--- config.mk ---
export PLATFORM = sky130hd
export DESIGN_NAME = text_cell_to_terminal_encoder_unit
export DESIGN_NICKNAME = d
export VERILOG_FILES = /design/src/tcte_pkg.sv /design/src/tcte_front.sv /design/src/tcte_queue.sv /design/src/tcte_back.sv /design/src/text_cell_to_terminal_encoder_unit.sv
export SDC_FILE = /design/constraint.sdc
export NUM_CORES = 1
export LEC_CHECK = 0
export ABC_AREA = 1
export ABC_CLOCK_PERIOD_IN_PS = 8200
export BUFFER_PORTS_ARGS = -buffer_cell sky130_fd_sc_hd__buf_2
export CAP_MARGIN = 10
export CORE_MARGIN = 2
export CORE_UTILIZATION = 62
export CTS_CLUSTER_SIZE = 20
export DETAILED_ROUTE_END_ITERATION = 8
export GPL_ROUTABILITY_DRIVEN = 0
export MAX_ROUTING_LAYER = met4
export PLACE_DENSITY = 0.91
export REMOVE_ABC_BUFFERS = 1
export SLEW_MARGIN = 20
export SYNTH_ARGS = -nofsm -noshare
export SYNTH_HDL_FRONTEND = slang
export SYNTH_SLANG_ARGS = --single-unit
export TNS_END_PERCENT = 50
--- constraint.sdc ---
create_clock -name clk -period 8.2 [get_ports clk]
set_clock_uncertainty 0.2 [all_clocks]
set_input_delay 1.64 -clock clk [delete_from_list [all_inputs] [get_ports clk]]
set_output_delay 1.64 -clock clk [all_outputs]
set_load 0.02 [all_outputs]
--- src/tcte_pkg.sv ---
`default_nettype none

package tcte_pkg;

	// configuration register indexes
	typedef enum logic [1:0] {
		REG_COLUMNS,
		REG_ROWS,
		REG_CURSOR_COLUMN,
		REG_CURSOR_ROW
	} reg_index_t;

	// what follows the glyph of a cell
	typedef enum logic [1:0] {
		EOL_NONE,
		EOL_ROW,
		EOL_FRAME
	} eol_t;

	// one classified cell, handed from front to back
	typedef struct packed {
		logic       first;   // frame start: hide cursor and home first
		logic       sgr;     // colour escape needed
		logic [3:0] fg;
		logic [3:0] bg;
		logic       multi;   // three-byte utf-8 glyph
		logic [7:0] ch;      // single byte, or utf-8 lead byte
		logic [7:0] mid;
		logic [7:0] low;
		eol_t       eol;
	} cmd_t;

	localparam logic [7:0] CH_ESC       = 8'h1B;
	localparam logic [7:0] CH_LBR       = 8'h5B;
	localparam logic [7:0] CH_SEMI      = 8'h3B;
	localparam logic [7:0] CH_M         = 8'h6D;
	localparam logic [7:0] CH_CR        = 8'h0D;
	localparam logic [7:0] CH_LF        = 8'h0A;
	localparam logic [7:0] CH_ZERO      = 8'h30;
	localparam logic [7:0] CH_ONE       = 8'h31;
	localparam logic [7:0] CH_THREE     = 8'h33;
	localparam logic [7:0] CH_FOUR      = 8'h34;
	localparam logic [7:0] CH_NINE      = 8'h39;
	localparam logic [7:0] CH_SPACE     = 8'h20;
	localparam logic [7:0] CH_TILDE_END = 8'h7F;
	localparam logic [7:0] CH_UTF8_LEAD = 8'hE2;

	// ESC[?25l ESC[H
	localparam logic [7:0] HIDE_HOME [9] = '{
		8'h1B, 8'h5B, 8'h3F, 8'h32, 8'h35, 8'h6C, 8'h1B, 8'h5B, 8'h48
	};
	// H ESC[?25h
	localparam logic [7:0] SHOW_TAIL [7] = '{
		8'h48, 8'h1B, 8'h5B, 8'h3F, 8'h32, 8'h35, 8'h68
	};

	// ansi colour digit for the low three bits of a vga colour index
	localparam logic [3:0] ANSI_DIGIT [8] = '{
		4'd0, 4'd4, 4'd2, 4'd6, 4'd1, 4'd5, 4'd3, 4'd7
	};

	// {found, low byte of code point}; all translated glyphs sit in U+25xx
	function automatic logic [8:0] glyph_low(input logic [7:0] c);
		logic [8:0] g;
		case (c)
			8'hDB: g = {1'b1, 8'h88};
			8'hB0: g = {1'b1, 8'h91};
			8'hB1: g = {1'b1, 8'h92};
			8'hB2: g = {1'b1, 8'h93};
			8'd179: g = {1'b1, 8'h02};
			8'd196: g = {1'b1, 8'h00};
			8'd218: g = {1'b1, 8'h0C};
			8'd191: g = {1'b1, 8'h10};
			8'd192: g = {1'b1, 8'h14};
			8'd217: g = {1'b1, 8'h18};
			8'd195: g = {1'b1, 8'h1C};
			8'd180: g = {1'b1, 8'h24};
			8'd193: g = {1'b1, 8'h34};
			8'd194: g = {1'b1, 8'h2C};
			8'd197: g = {1'b1, 8'h3C};
			8'd186: g = {1'b1, 8'h51};
			8'd205: g = {1'b1, 8'h50};
			8'd201: g = {1'b1, 8'h54};
			8'd187: g = {1'b1, 8'h57};
			8'd200: g = {1'b1, 8'h5A};
			8'd188: g = {1'b1, 8'h5D};
			8'd204: g = {1'b1, 8'h60};
			8'd185: g = {1'b1, 8'h63};
			8'd202: g = {1'b1, 8'h69};
			8'd203: g = {1'b1, 8'h66};
			8'd206: g = {1'b1, 8'h6C};
			default: g = 9'd0;
		endcase
		return g;
	endfunction

	// {hundreds, tens, ones} of a value up to 256
	function automatic logic [11:0] dec3(input logic [8:0] v);
		logic [1:0] h;
		logic [8:0] r;
		logic [3:0] t;
		logic [8:0] o;
		h = (v >= 9'd200) ? 2'd2 : ((v >= 9'd100) ? 2'd1 : 2'd0);
		r = v - ((v >= 9'd200) ? 9'd200 : ((v >= 9'd100) ? 9'd100 : 9'd0));
		t = 4'd0;
		for (int k = 1; k < 10; k++) begin
			if (r >= 9'(10 * k)) t = t + 4'd1;
		end
		o = r - ({5'd0, t} * 9'd10);
		return {2'b00, h, t, o[3:0]};
	endfunction

endpackage

`default_nettype wire

--- src/tcte_front.sv ---
`default_nettype none

module tcte_front (
	input  wire logic          clk,
	input  wire logic          arst_n,
	input  wire logic          s_tvalid,
	output logic               s_tready,
	input  wire logic [7:0]    char_code,
	input  wire logic [7:0]    attribute,
	input  wire logic [7:0]    columns,
	input  wire logic [7:0]    rows,
	output logic               cmd_valid,
	input  wire logic          cmd_ready,
	output tcte_pkg::cmd_t     cmd
);
	import tcte_pkg::*;

	logic [7:0] column_count_q;
	logic [7:0] row_count_q;
	logic [3:0] last_fg_q;
	logic [3:0] last_bg_q;
	logic       colour_valid_q;

	logic       accept;
	logic       first;
	logic       row_end;
	logic       frame_end;
	logic [3:0] fg;
	logic [3:0] bg;
	logic [8:0] glyph;

	assign s_tready  = cmd_ready;
	assign cmd_valid = s_tvalid;
	assign accept    = s_tvalid && cmd_ready;

	assign fg        = attribute[3:0];
	assign bg        = attribute[7:4];
	assign first     = (column_count_q == 8'd0) && (row_count_q == 8'd0);
	// saturating compares: a zero size acts like one
	assign row_end   = ({1'b0, column_count_q} + 9'd1) >= {1'b0, columns};
	assign frame_end = row_end && (({1'b0, row_count_q} + 9'd1) >= {1'b0, rows});
	assign glyph     = glyph_low(char_code);

	always_comb begin
		cmd.first = first;
		cmd.sgr   = first || !colour_valid_q || (fg != last_fg_q) || (bg != last_bg_q);
		cmd.fg    = fg;
		cmd.bg    = bg;
		cmd.multi = glyph[8];
		cmd.mid   = {2'b10, 4'h5, glyph[7:6]};
		cmd.low   = {2'b10, glyph[5:0]};
		if (glyph[8]) begin
			cmd.ch = CH_UTF8_LEAD;
		end else if ((char_code >= CH_SPACE) && (char_code < CH_TILDE_END)) begin
			cmd.ch = char_code;
		end else begin
			cmd.ch = CH_SPACE;
		end
		if (frame_end) begin
			cmd.eol = EOL_FRAME;
		end else if (row_end) begin
			cmd.eol = EOL_ROW;
		end else begin
			cmd.eol = EOL_NONE;
		end
	end

	always_ff @(posedge clk or negedge arst_n) begin
		if (!arst_n) begin
			column_count_q <= 8'd0;
			row_count_q    <= 8'd0;
			last_fg_q      <= 4'd0;
			last_bg_q      <= 4'd0;
			colour_valid_q <= 1'b0;
		end else if (accept) begin
			last_fg_q      <= fg;
			last_bg_q      <= bg;
			colour_valid_q <= 1'b1;
			if (row_end) begin
				column_count_q <= 8'd0;
				row_count_q    <= frame_end ? 8'd0 : row_count_q + 8'd1;
			end else begin
				column_count_q <= column_count_q + 8'd1;
			end
		end
	end

endmodule

`default_nettype wire

--- src/tcte_queue.sv ---
`default_nettype none

module tcte_queue #(
	parameter int DEPTH = 4
) (
	input  wire logic          clk,
	input  wire logic          arst_n,
	input  wire logic          in_valid,
	output logic               in_ready,
	input  wire tcte_pkg::cmd_t in_cmd,
	output logic               out_valid,
	input  wire logic          out_ready,
	output tcte_pkg::cmd_t     out_cmd
);
	import tcte_pkg::*;

	localparam int PTR_W = (DEPTH > 1) ? $clog2(DEPTH) : 1;
	localparam int CNT_W = $clog2(DEPTH + 1);

	cmd_t             mem_q [DEPTH];
	logic [PTR_W-1:0] wr_ptr_q;
	logic [PTR_W-1:0] rd_ptr_q;
	logic [CNT_W-1:0] count_q;
	logic             push;
	logic             pop;

	assign in_ready  = count_q != CNT_W'(DEPTH);
	assign out_valid = count_q != '0;
	assign push      = in_valid && in_ready;
	assign pop       = out_valid && out_ready;
	assign out_cmd   = mem_q[rd_ptr_q];

	always_ff @(posedge clk) begin
		if (push) mem_q[wr_ptr_q] <= in_cmd;
	end

	always_ff @(posedge clk or negedge arst_n) begin
		if (!arst_n) begin
			wr_ptr_q <= '0;
			rd_ptr_q <= '0;
			count_q  <= '0;
		end else begin
			if (push) begin
				wr_ptr_q <= (wr_ptr_q == PTR_W'(DEPTH - 1)) ? '0 : wr_ptr_q + 1'b1;
			end
			if (pop) begin
				rd_ptr_q <= (rd_ptr_q == PTR_W'(DEPTH - 1)) ? '0 : rd_ptr_q + 1'b1;
			end
			if (push && !pop) begin
				count_q <= count_q + 1'b1;
			end else if (pop && !push) begin
				count_q <= count_q - 1'b1;
			end
		end
	end

endmodule

`default_nettype wire

--- src/tcte_back.sv ---
`default_nettype none

module tcte_back (
	input  wire logic          clk,
	input  wire logic          arst_n,
	input  wire logic          cmd_valid,
	output logic               cmd_ready,
	input  wire tcte_pkg::cmd_t cmd,
	input  wire logic [7:0]    cursor_column,
	input  wire logic [7:0]    cursor_row,
	output logic               m_tvalid,
	input  wire logic          m_tready,
	output logic [7:0]         out_byte,
	output logic               last_of_cell,
	output logic               end_of_frame
);
	import tcte_pkg::*;

	typedef enum logic [3:0] {
		SEG_HOME,
		SEG_SGR_HEAD,
		SEG_SGR_BG,
		SEG_GLYPH,
		SEG_CRLF,
		SEG_CUR_HEAD,
		SEG_ROW_DEC,
		SEG_SEMI,
		SEG_COL_DEC,
		SEG_CUR_TAIL
	} seg_t;

	cmd_t       cmd_q;
	seg_t       seg_q;
	logic [3:0] idx_q;
	logic       busy_q;
	logic       valid_q;
	logic [7:0] byte_q;
	logic       last_q;
	logic       eof_q;

	logic [11:0] row_dig;
	logic [11:0] col_dig;
	logic [8:0]  row_v;
	logic [8:0]  col_v;
	logic [3:0]  row_start;
	logic [3:0]  col_start;
	logic [7:0]  byte_c;
	logic [3:0]  end_c;
	logic        more_c;
	seg_t        nseg_c;
	logic [3:0]  nstart_c;
	logic        adv;
	logic        seg_done;
	logic        cell_done;
	logic        load;

	assign row_v     = {1'b0, cursor_row} + 9'd1;
	assign col_v     = {1'b0, cursor_column} + 9'd1;
	assign row_dig   = dec3(row_v);
	assign col_dig   = dec3(col_v);
	// leading zeros are skipped by starting further into the digit segment
	assign row_start = (row_v >= 9'd100) ? 4'd0 : ((row_v >= 9'd10) ? 4'd1 : 4'd2);
	assign col_start = (col_v >= 9'd100) ? 4'd0 : ((col_v >= 9'd10) ? 4'd1 : 4'd2);

	always_comb begin
		case (seg_q)
			SEG_HOME: byte_c = HIDE_HOME[idx_q];
			SEG_SGR_HEAD: begin
				case (idx_q)
					4'd0: byte_c = CH_ESC;
					4'd1: byte_c = CH_LBR;
					4'd2: byte_c = cmd_q.fg[3] ? CH_NINE : CH_THREE;
					4'd3: byte_c = CH_ZERO | {4'd0, ANSI_DIGIT[cmd_q.fg[2:0]]};
					default: byte_c = CH_SEMI;
				endcase
			end
			SEG_SGR_BG: begin
				case (idx_q)
					4'd0: byte_c = CH_ONE;
					4'd1: byte_c = cmd_q.bg[3] ? CH_ZERO : CH_FOUR;
					4'd2: byte_c = CH_ZERO | {4'd0, ANSI_DIGIT[cmd_q.bg[2:0]]};
					default: byte_c = CH_M;
				endcase
			end
			SEG_GLYPH: begin
				case (idx_q)
					4'd0: byte_c = cmd_q.ch;
					4'd1: byte_c = cmd_q.mid;
					default: byte_c = cmd_q.low;
				endcase
			end
			SEG_CRLF: byte_c = (idx_q == 4'd0) ? CH_CR : CH_LF;
			SEG_CUR_HEAD: byte_c = (idx_q == 4'd0) ? CH_ESC : CH_LBR;
			SEG_ROW_DEC: begin
				case (idx_q)
					4'd0: byte_c = CH_ZERO | {4'd0, row_dig[11:8]};
					4'd1: byte_c = CH_ZERO | {4'd0, row_dig[7:4]};
					default: byte_c = CH_ZERO | {4'd0, row_dig[3:0]};
				endcase
			end
			SEG_SEMI: byte_c = CH_SEMI;
			SEG_COL_DEC: begin
				case (idx_q)
					4'd0: byte_c = CH_ZERO | {4'd0, col_dig[11:8]};
					4'd1: byte_c = CH_ZERO | {4'd0, col_dig[7:4]};
					default: byte_c = CH_ZERO | {4'd0, col_dig[3:0]};
				endcase
			end
			SEG_CUR_TAIL: byte_c = SHOW_TAIL[idx_q[2:0]];
			default: byte_c = CH_SPACE;
		endcase
	end

	// last index of the current segment and what comes after it
	always_comb begin
		more_c = 1'b1;
		nseg_c = SEG_GLYPH;
		end_c  = 4'd0;
		case (seg_q)
			SEG_HOME: begin
				end_c  = 4'd8;
				nseg_c = cmd_q.sgr ? SEG_SGR_HEAD : SEG_GLYPH;
			end
			SEG_SGR_HEAD: begin
				end_c  = 4'd4;
				nseg_c = SEG_SGR_BG;
			end
			SEG_SGR_BG: begin
				end_c  = 4'd3;
				nseg_c = SEG_GLYPH;
			end
			SEG_GLYPH: begin
				end_c = cmd_q.multi ? 4'd2 : 4'd0;
				case (cmd_q.eol)
					EOL_ROW: nseg_c = SEG_CRLF;
					EOL_FRAME: nseg_c = SEG_CUR_HEAD;
					default: more_c = 1'b0;
				endcase
			end
			SEG_CRLF: begin
				end_c  = 4'd1;
				more_c = 1'b0;
			end
			SEG_CUR_HEAD: begin
				end_c  = 4'd1;
				nseg_c = SEG_ROW_DEC;
			end
			SEG_ROW_DEC: begin
				end_c  = 4'd2;
				nseg_c = SEG_SEMI;
			end
			SEG_SEMI: begin
				end_c  = 4'd0;
				nseg_c = SEG_COL_DEC;
			end
			SEG_COL_DEC: begin
				end_c  = 4'd2;
				nseg_c = SEG_CUR_TAIL;
			end
			SEG_CUR_TAIL: begin
				end_c  = 4'd6;
				more_c = 1'b0;
			end
			default: more_c = 1'b0;
		endcase
		case (nseg_c)
			SEG_SGR_BG: nstart_c = cmd_q.bg[3] ? 4'd0 : 4'd1;
			SEG_ROW_DEC: nstart_c = row_start;
			SEG_COL_DEC: nstart_c = col_start;
			default: nstart_c = 4'd0;
		endcase
	end

	assign adv       = !valid_q || m_tready;
	assign seg_done  = idx_q == end_c;
	assign cell_done = busy_q && adv && seg_done && !more_c;
	// next cell is taken while the last beat of this one goes out
	assign load      = cmd_valid && (!busy_q || cell_done);
	assign cmd_ready = !busy_q || cell_done;

	always_ff @(posedge clk or negedge arst_n) begin
		if (!arst_n) begin
			valid_q <= 1'b0;
			busy_q  <= 1'b0;
		end else begin
			if (adv) valid_q <= busy_q;
			if (load) begin
				busy_q <= 1'b1;
			end else if (cell_done) begin
				busy_q <= 1'b0;
			end
		end
	end

	always_ff @(posedge clk) begin
		if (adv && busy_q) begin
			byte_q <= byte_c;
			last_q <= seg_done && !more_c;
			eof_q  <= seg_done && !more_c && (seg_q == SEG_CUR_TAIL);
		end
		if (load) begin
			cmd_q <= cmd;
			idx_q <= 4'd0;
			if (cmd.first) begin
				seg_q <= SEG_HOME;
			end else if (cmd.sgr) begin
				seg_q <= SEG_SGR_HEAD;
			end else begin
				seg_q <= SEG_GLYPH;
			end
		end else if (adv && busy_q) begin
			if (seg_done) begin
				seg_q <= nseg_c;
				idx_q <= nstart_c;
			end else begin
				idx_q <= idx_q + 4'd1;
			end
		end
	end

	assign m_tvalid     = valid_q;
	assign out_byte     = byte_q;
	assign last_of_cell = last_q;
	assign end_of_frame = eof_q;

endmodule

`default_nettype wire

--- src/text_cell_to_terminal_encoder_unit.sv ---
`default_nettype none

// channel   direction  beat payload
// s_*       in         tdata: char_code[7:0], attribute[15:8]
// m_*       out        tdata: out_byte[7:0]; tlast: last_of_cell; tuser: end_of_frame
// cfg_*     in         cfg_index: register, cfg_data: value
//
// the back end sends one output byte per cycle while a cell is pending and m_tready is high; a cell
// expands to 1 to 37 output bytes depending on escapes, utf-8 and row or frame end
// the front end takes one cell per cycle while the command queue has room
// reset clears the position counters, the remembered colour and the queue
// m_tready low stalls only the byte sequencer until the queue fills

module text_cell_to_terminal_encoder_unit #(
	parameter int QUEUE_DEPTH = 4
) (
	input  wire logic                  clk,
	input  wire logic                  arst_n,
	input  wire logic                  s_tvalid,
	output logic                       s_tready,
	input  wire logic [15:0]           s_tdata,   // char_code, attribute
	output logic                       m_tvalid,
	input  wire logic                  m_tready,
	output logic [7:0]                 m_tdata,   // out_byte
	output logic                       m_tlast,   // last_of_cell
	output logic                       m_tuser,   // end_of_frame
	input  wire logic                  cfg_valid,
	output logic                       cfg_ready,
	input  wire tcte_pkg::reg_index_t  cfg_index,
	input  wire logic [7:0]            cfg_data
);
	import tcte_pkg::*;

	logic [7:0] columns_q;
	logic [7:0] rows_q;
	logic [7:0] cursor_column_q;
	logic [7:0] cursor_row_q;

	logic       f_valid;
	logic       f_ready;
	cmd_t       f_cmd;
	logic       b_valid;
	logic       b_ready;
	cmd_t       b_cmd;

	assign cfg_ready = 1'b1;

	always_ff @(posedge clk or negedge arst_n) begin
		if (!arst_n) begin
			columns_q       <= 8'd80;
			rows_q          <= 8'd25;
			cursor_column_q <= 8'd0;
			cursor_row_q    <= 8'd0;
		end else if (cfg_valid) begin
			case (cfg_index)
				REG_COLUMNS: columns_q <= cfg_data;
				REG_ROWS: rows_q <= cfg_data;
				REG_CURSOR_COLUMN: cursor_column_q <= cfg_data;
				REG_CURSOR_ROW: cursor_row_q <= cfg_data;
				default: ;
			endcase
		end
	end

	tcte_front u_front (
		.clk       (clk),
		.arst_n    (arst_n),
		.s_tvalid  (s_tvalid),
		.s_tready  (s_tready),
		.char_code (s_tdata[7:0]),
		.attribute (s_tdata[15:8]),
		.columns   (columns_q),
		.rows      (rows_q),
		.cmd_valid (f_valid),
		.cmd_ready (f_ready),
		.cmd       (f_cmd)
	);

	tcte_queue #(
		.DEPTH (QUEUE_DEPTH)
	) u_queue (
		.clk       (clk),
		.arst_n    (arst_n),
		.in_valid  (f_valid),
		.in_ready  (f_ready),
		.in_cmd    (f_cmd),
		.out_valid (b_valid),
		.out_ready (b_ready),
		.out_cmd   (b_cmd)
	);

	tcte_back u_back (
		.clk           (clk),
		.arst_n        (arst_n),
		.cmd_valid     (b_valid),
		.cmd_ready     (b_ready),
		.cmd           (b_cmd),
		.cursor_column (cursor_column_q),
		.cursor_row    (cursor_row_q),
		.m_tvalid      (m_tvalid),
		.m_tready      (m_tready),
		.out_byte      (m_tdata),
		.last_of_cell  (m_tlast),
		.end_of_frame  (m_tuser)
	);

endmodule

`default_nettype wire
==> results of run 1 <==
==> area by class of cell <==
type                    instances  area share
well taps                     285      0.0228
inverters                     253      0.0609
clock buffers                  30      0.0397
multi-input cells            1174       0.432
repair buffers                 71      0.0273
flip-flops and latches        228       0.415
clock inverters                 8     0.00304
==> through the flow <==
step	setup slack [ns]	cells
after detailed placement	0.157	1994
after global placement	0.484	1994
after CTS	0.143	2032
final	0.535	2049
after global routing	-0.0491	2049
after floorplan	0.697	1655
==> how the worst min path moves through the flow <==
| stage | slack (ns) | from | endpoint |
|---|---|---|---|
| 2_1_floorplan | 0.23 | u_front.colour_valid_q$_DFFE_PN0P_ | u_front.colour_valid_q$_DFFE_PN0P_ |
| 3_3_place_gp | 0.26 | u_front.colour_valid_q$_DFFE_PN0P_ | u_front.colour_valid_q$_DFFE_PN0P_ |
| 3_5_place_dp | 0.27 | u_front.colour_valid_q$_DFFE_PN0P_ | u_front.colour_valid_q$_DFFE_PN0P_ |
| 5_1_grt | 0.31 | u_front.colour_valid_q$_DFFE_PN0P_ | u_front.colour_valid_q$_DFFE_PN0P_ |
| 4_1_cts | 0.29 | u_front.colour_valid_q$_DFFE_PN0P_ | u_front.colour_valid_q$_DFFE_PN0P_ |
| 6_report | 0.29 | u_front.colour_valid_q$_DFFE_PN0P_ | u_front.colour_valid_q$_DFFE_PN0P_ |
==> routing by layer <==
layer	share of wire	routed length (um)	vias up	GRT usage
li1	-	-	5803	-
met1	0.36	12800	5810	0.334
met2	0.49	17300	791	0.505
met3	0.083	2930	227	0.0357
met4	0.065	2280	0	0.173
met5	0	0	-	-
==> kinds of logic (layout without fill, tap and decap cells) <==
logic type,after synthesis,count (layout),share of synthesized area
xor+xnor,33,33,0.0226
flops,228,228,0.459
buf+inv,285,362,0.0763
simple gates,775,775,0.255
other cells,1,1,0.000265
mux,1,1,0.000797
compound gates,288,288,0.116
fa+ha+maj,76,76,0.0700
==> what timing repair did <==
item,4_1_cts,5_1_grt
buffers inserted,0,17
setup endpoints to repair,0,3
hold buffers,0,0
gates resized for setup,0,38
==> layout by cell type (no fill, tap or decap), drive strengths merged, types with 4 or more instances in the layout <==
cell	count
a2111oi	4
a21oi	60
a311oi	5
a31oi	4
buf	71
clkbuf	30
clkinv	11
dfrtp	61
dfstp	5
dfxtp	4
edfxtp	158
fa	5
ha	71
inv	249
nand2	361
nand3	151
nand4	26
nor2	184
nor3	28
nor4	4
o211ai	9
o21ai	146
o221ai	4
o22ai	36
or2	12
xnor2	6
xor2	27
==> metrics, run 1 <==
Final HPWL DP=23,900 um; CP startpoint=cursor_row_q[1]$_DFFE_PN0P_; number of flops mapped to enable cells by yosys=158; Buf+Inv Stages, Crit Path=12; maximum clock frequency=130 MHz; final wirelength=35,300 um; dominant cell type by area after synthesis=edfxtp_1; fin util=0.695; CP top delay family=simple AND/OR/NAND/NOR gates; I/O pin count=44; Reg clk slew, reported paths=0.07 ns; die width=155 um; outcome=complete, no violations; worst-path maximum fanout=4; TNS Setup=0 ns; Die Area=24,000 um^2; CP Launch Type=flip-flop; Slew @ Worst Pin=1.06 ns; predominant post-synthesis flop cell=edfxtp_1; final setup fails=0; antenna-violating nets left=0; CP Capture Point=u_back.out_byte[3]$_DFFE_PP_; CP Capture Type=flip-flop; Post-synth ARST share=0.289; Final Hold Viols=0; Post-Synthesis Cell Area=14,100 um^2; Max-Cap Viols=0; Bufs on Longest Clock Path=3; Tmin final=7.67 ns; final critical-path share of the clock period=0.935; Filler cells=1,561; R2R cell count=57; Fin Hold WS=0.290 ns; Most common cell on crit path=nand2_1; final net count=1,856; Seq cells post-synth=228; post-route cell area=15,600 um^2; DR vias=12,631; placed inst area=14,700 um^2; Netlist cell types=68; # DRC=0; grt ovf=0; FF-to-FF End=u_back.out_byte[3]$_DFFE_PP_; later-pin clock latency in the skew report=0.50 ns; Area growth syn-to-layout=10.8%; Row Count=55; initial antenna violation count=0; count leader, synth=nand2_1; HP Class=reg2reg; Core Area=22,500 um^2; share of post-route cells with drive strength above 1=0.140; number of global-route vias before repair=12,024; area of the multi-input gates=6760 um^2; sequential share of the synthesized area=0.459; max FFs per register=116; Max transition margin=0.289; Levels on crit path=57; CP peak stage delay=0.43 ns; sequential cell area=6490 um^2; Initial Util=0.628; R2R Setup Slk=0.53 ns; largest registers=u_queue.mem_q (116), u_back.cmd_q (28); Most flops, register=u_queue.mem_q; Die H=155 um; Worst Hold Depth=1; Synth area leaders=edfxtp_1, dfrtp_1, nand2_1; Yosys warning count=0; DR WL/cell=17.2 um; DR iter-0 viols=1,458; clock sink count=228; arrival time at the worst endpoint=7.71 ns; PortBufs=42; Synth Area per Inst=8.37 um^2; critical setup path kind=reg2reg; H-tree Lvls=1; most frequent cells after synthesis=nand2_1, inv_1, nor2_1, edfxtp_1, o21ai_0; first-pass GRT wire length=56,100 um; ANT cells=0; Worst path slowest cell=dfrtp_2; root buffer cell=clkbuf_16; total CTS buffers=21; CTS tree=built; routed vias/inst=6.16; r2r startpoint=cursor_row_q[1]$_DFFE_PN0P_; area share of the largest cell type after synthesis=0.336; largest net degree at the start of global routing=67; Final Max Tran Viols=0; overall global routing resource usage=0.294; Critical Path RT=8.25 ns; Pre-Repair DR Iteration Count=9; Cells after Synth=1,687
Power of run 1 is not shown: default switching activity piles up to over one toggle a cycle in this logic, so the estimate is an artifact.
==> run 2: changes to the inputs <==
--- a/config.mk
+++ b/config.mk
@@ -15,9 +15,9 @@
 export DETAILED_ROUTE_END_ITERATION = 8
 export GPL_ROUTABILITY_DRIVEN = 0
 export MAX_ROUTING_LAYER = met4
-export PLACE_DENSITY = 0.91
+export PLACE_DENSITY = 0.77
 export REMOVE_ABC_BUFFERS = 1
-export SLEW_MARGIN = 20
+export SLEW_MARGIN = 25
 export SYNTH_ARGS = -nofsm -noshare
 export SYNTH_HDL_FRONTEND = slang
 export SYNTH_SLANG_ARGS = --single-unit
==> run 2 against run 1 <==
  * Hold slack got worse by 0.0053 ns
  * Non-clock buffer count shrank 8
  * Via count decreased by 7.4%
  * Die area unchanged
  * Utilization down 0.11 points
  * Global-route usage decreased by 2.8 points
  * Register-to-register slack got worse by 0.10 ns
  * Critical path depth shrank 6
  * Clock-buffer cell count unchanged
  * Sequential share of layout area is 0.087 points higher
  * Routed wire length is 10% lower
  * Final cell count decreased by 0.20%
==> metrics, run 2 (same netlist as run 1, synthesis figures left out) <==
outcome=complete, no violations; clock sink count=228; Initial Util=0.628; Most common cell on crit path=nand2_1; TNS Setup=0 ns; Row Count=55; final setup fails=0; CP Launch Type=flip-flop; R2R cell count=51; final net count=1,850; H-tree Lvls=1; root buffer cell=clkbuf_16; Reg clk slew, reported paths=0.06 ns; DR iter-0 viols=946; Final Max Tran Viols=0; final wirelength=31,600 um; ANT cells=0; Hold Path End=u_front.colour_valid_q$_DFFE_PN0P_; Critical Path RT=8.26 ns; HP Class=reg2reg; routed vias/inst=5.72; Hold Buf Count CTS=0; PortBufs=42; Place WS=0.134 ns; grt ovf=0; DR vias=11,701; R2R Setup Slk=0.43 ns; I/O pin count=44; Fin Hold WS=0.285 ns; total CTS buffers=23; Core Area=22,500 um^2; largest registers=u_queue.mem_q (116), u_back.cmd_q (28); Worst path slowest cell=dfrtp_2; CTS tree=built; Tmin final=7.77 ns; Max-Cap Viols=0; Area growth syn-to-layout=10.6%; die width=155 um; overall global routing resource usage=0.266; commonest non-fill, non-tap cells in the layout=nand2_1, inv_1, nor2_1; # DRC=0; maximum clock frequency=129 MHz; DR WL/cell=15.5 um; Worst Hold Depth=1; largest net degree at the start of global routing=67; Slew @ Worst Pin=0.940 ns; Max transition margin=0.373; Most flops, register=u_queue.mem_q; first-pass GRT wire length=50,900 um; initial antenna violation count=0; r2r startpoint=cursor_row_q[0]$_DFFE_PN0P_; later-pin clock latency in the skew report=0.51 ns; share of post-route cells with drive strength above 1=0.137; FF-to-FF End=u_back.out_byte[3]$_DFFE_PP_; Worst Setup Slack, final=0.430 ns; arrival time at the worst endpoint=7.83 ns; CP peak stage delay=0.43 ns; number of global-route vias before repair=10,778; Final HPWL DP=22,300 um; commonest non-fill, non-tap cell in the layout=nand2_1; final critical-path share of the clock period=0.948; antenna-violating nets left=0; worst-path maximum fanout=5; Worst Hold Launch=u_front.colour_valid_q$_DFFE_PN0P_; critical setup path kind=reg2reg; Die Area=24,000 um^2; Pre-Repair DR Iteration Count=6; Bufs on Longest Clock Path=3; Die H=155 um; max FFs per register=116; Filler cells=1,764; CP Capture Type=flip-flop; Final Hold Viols=0
==> run 2: changes by cell type in the layout (fill, tap and decap cells not counted), moves of 3 or more <==
| cell | delta |
|---|---|
| dfrtp_1 | -3 |
| buf_4 | -9 |
| nor2_2 | +4 |
| dfrtp_2 | +3 |
==> run 2: critical path, delay by kind of cell (launching register included) <==
| kind | cells | cell delay, ns |
|---|---|---|
| simple gates | 32 | 3.63 |
| fa+ha+maj | 7 | 1.90 |
| xor+xnor | 1 | 0.20 |
| buf+inv | 9 | 0.75 |
| compound gates | 2 | 0.41 |
| flops | 1 | 0.43 |
==> run 2: per-layer routing <==
layer | GRT usage | part of all wire
met2 | 0.441 | 0.48
met3 | 0.0279 | 0.055
met4 | 0.107 | 0.040
met1 | 0.339 | 0.43
met5 | - | 0
==> run 2: what timing repair did <==
item                                    CTS  global route
resized for setup                         0            35
setup buffers                             0            10
endpoints found under the setup margin    0             2
==> run 2: worst max path at each step <==
| stage | start | end | slack (ns) |
|---|---|---|---|
| 6_report | cursor_row_q[0]$_DFFE_PN0P_ | u_back.out_byte[3]$_DFFE_PP_ | 0.43 |
| 4_1_cts | cursor_row_q[2]$_DFFE_PN0P_ | u_back.out_byte[3]$_DFFE_PP_ | 0.13 |
| 3_5_place_dp | cursor_row_q[2]$_DFFE_PN0P_ | u_back.out_byte[3]$_DFFE_PP_ | 0.13 |
| 2_1_floorplan | cursor_row_q[0]$_DFFE_PN0P_ | u_back.out_byte[3]$_DFFE_PP_ | 0.70 |
| 5_1_grt | cursor_row_q[0]$_DFFE_PN0P_ | u_back.out_byte[3]$_DFFE_PP_ | -0.12 |
| 3_3_place_gp | cursor_row_q[0]$_DFFE_PN0P_ | u_back.out_byte[3]$_DFFE_PP_ | 0.45 |
==> run 2: through the flow <==
step                 util  instances  instance area (um^2)
CTS                 0.684       2034                 15400
finish              0.694       2045                 15600
detailed placement  0.652       1992                 14700
floorplan               -       1655                 14000
global route        0.694       2045                 15600
global placement    0.652       1992                 14700
==> run 2: area by class of cell <==
cell class,instances,area [um^2],share of cell area
inverters,253,952,0.0609
flip-flops and latches,228,6490,0.415
repair buffers,63,388,0.0248
clock inverters,12,110,0.00705
multi-input cells,1174,6720,0.430
well taps,285,357,0.0228
clock buffers,30,612,0.0392
Power of run 2 is left out for the same reason.
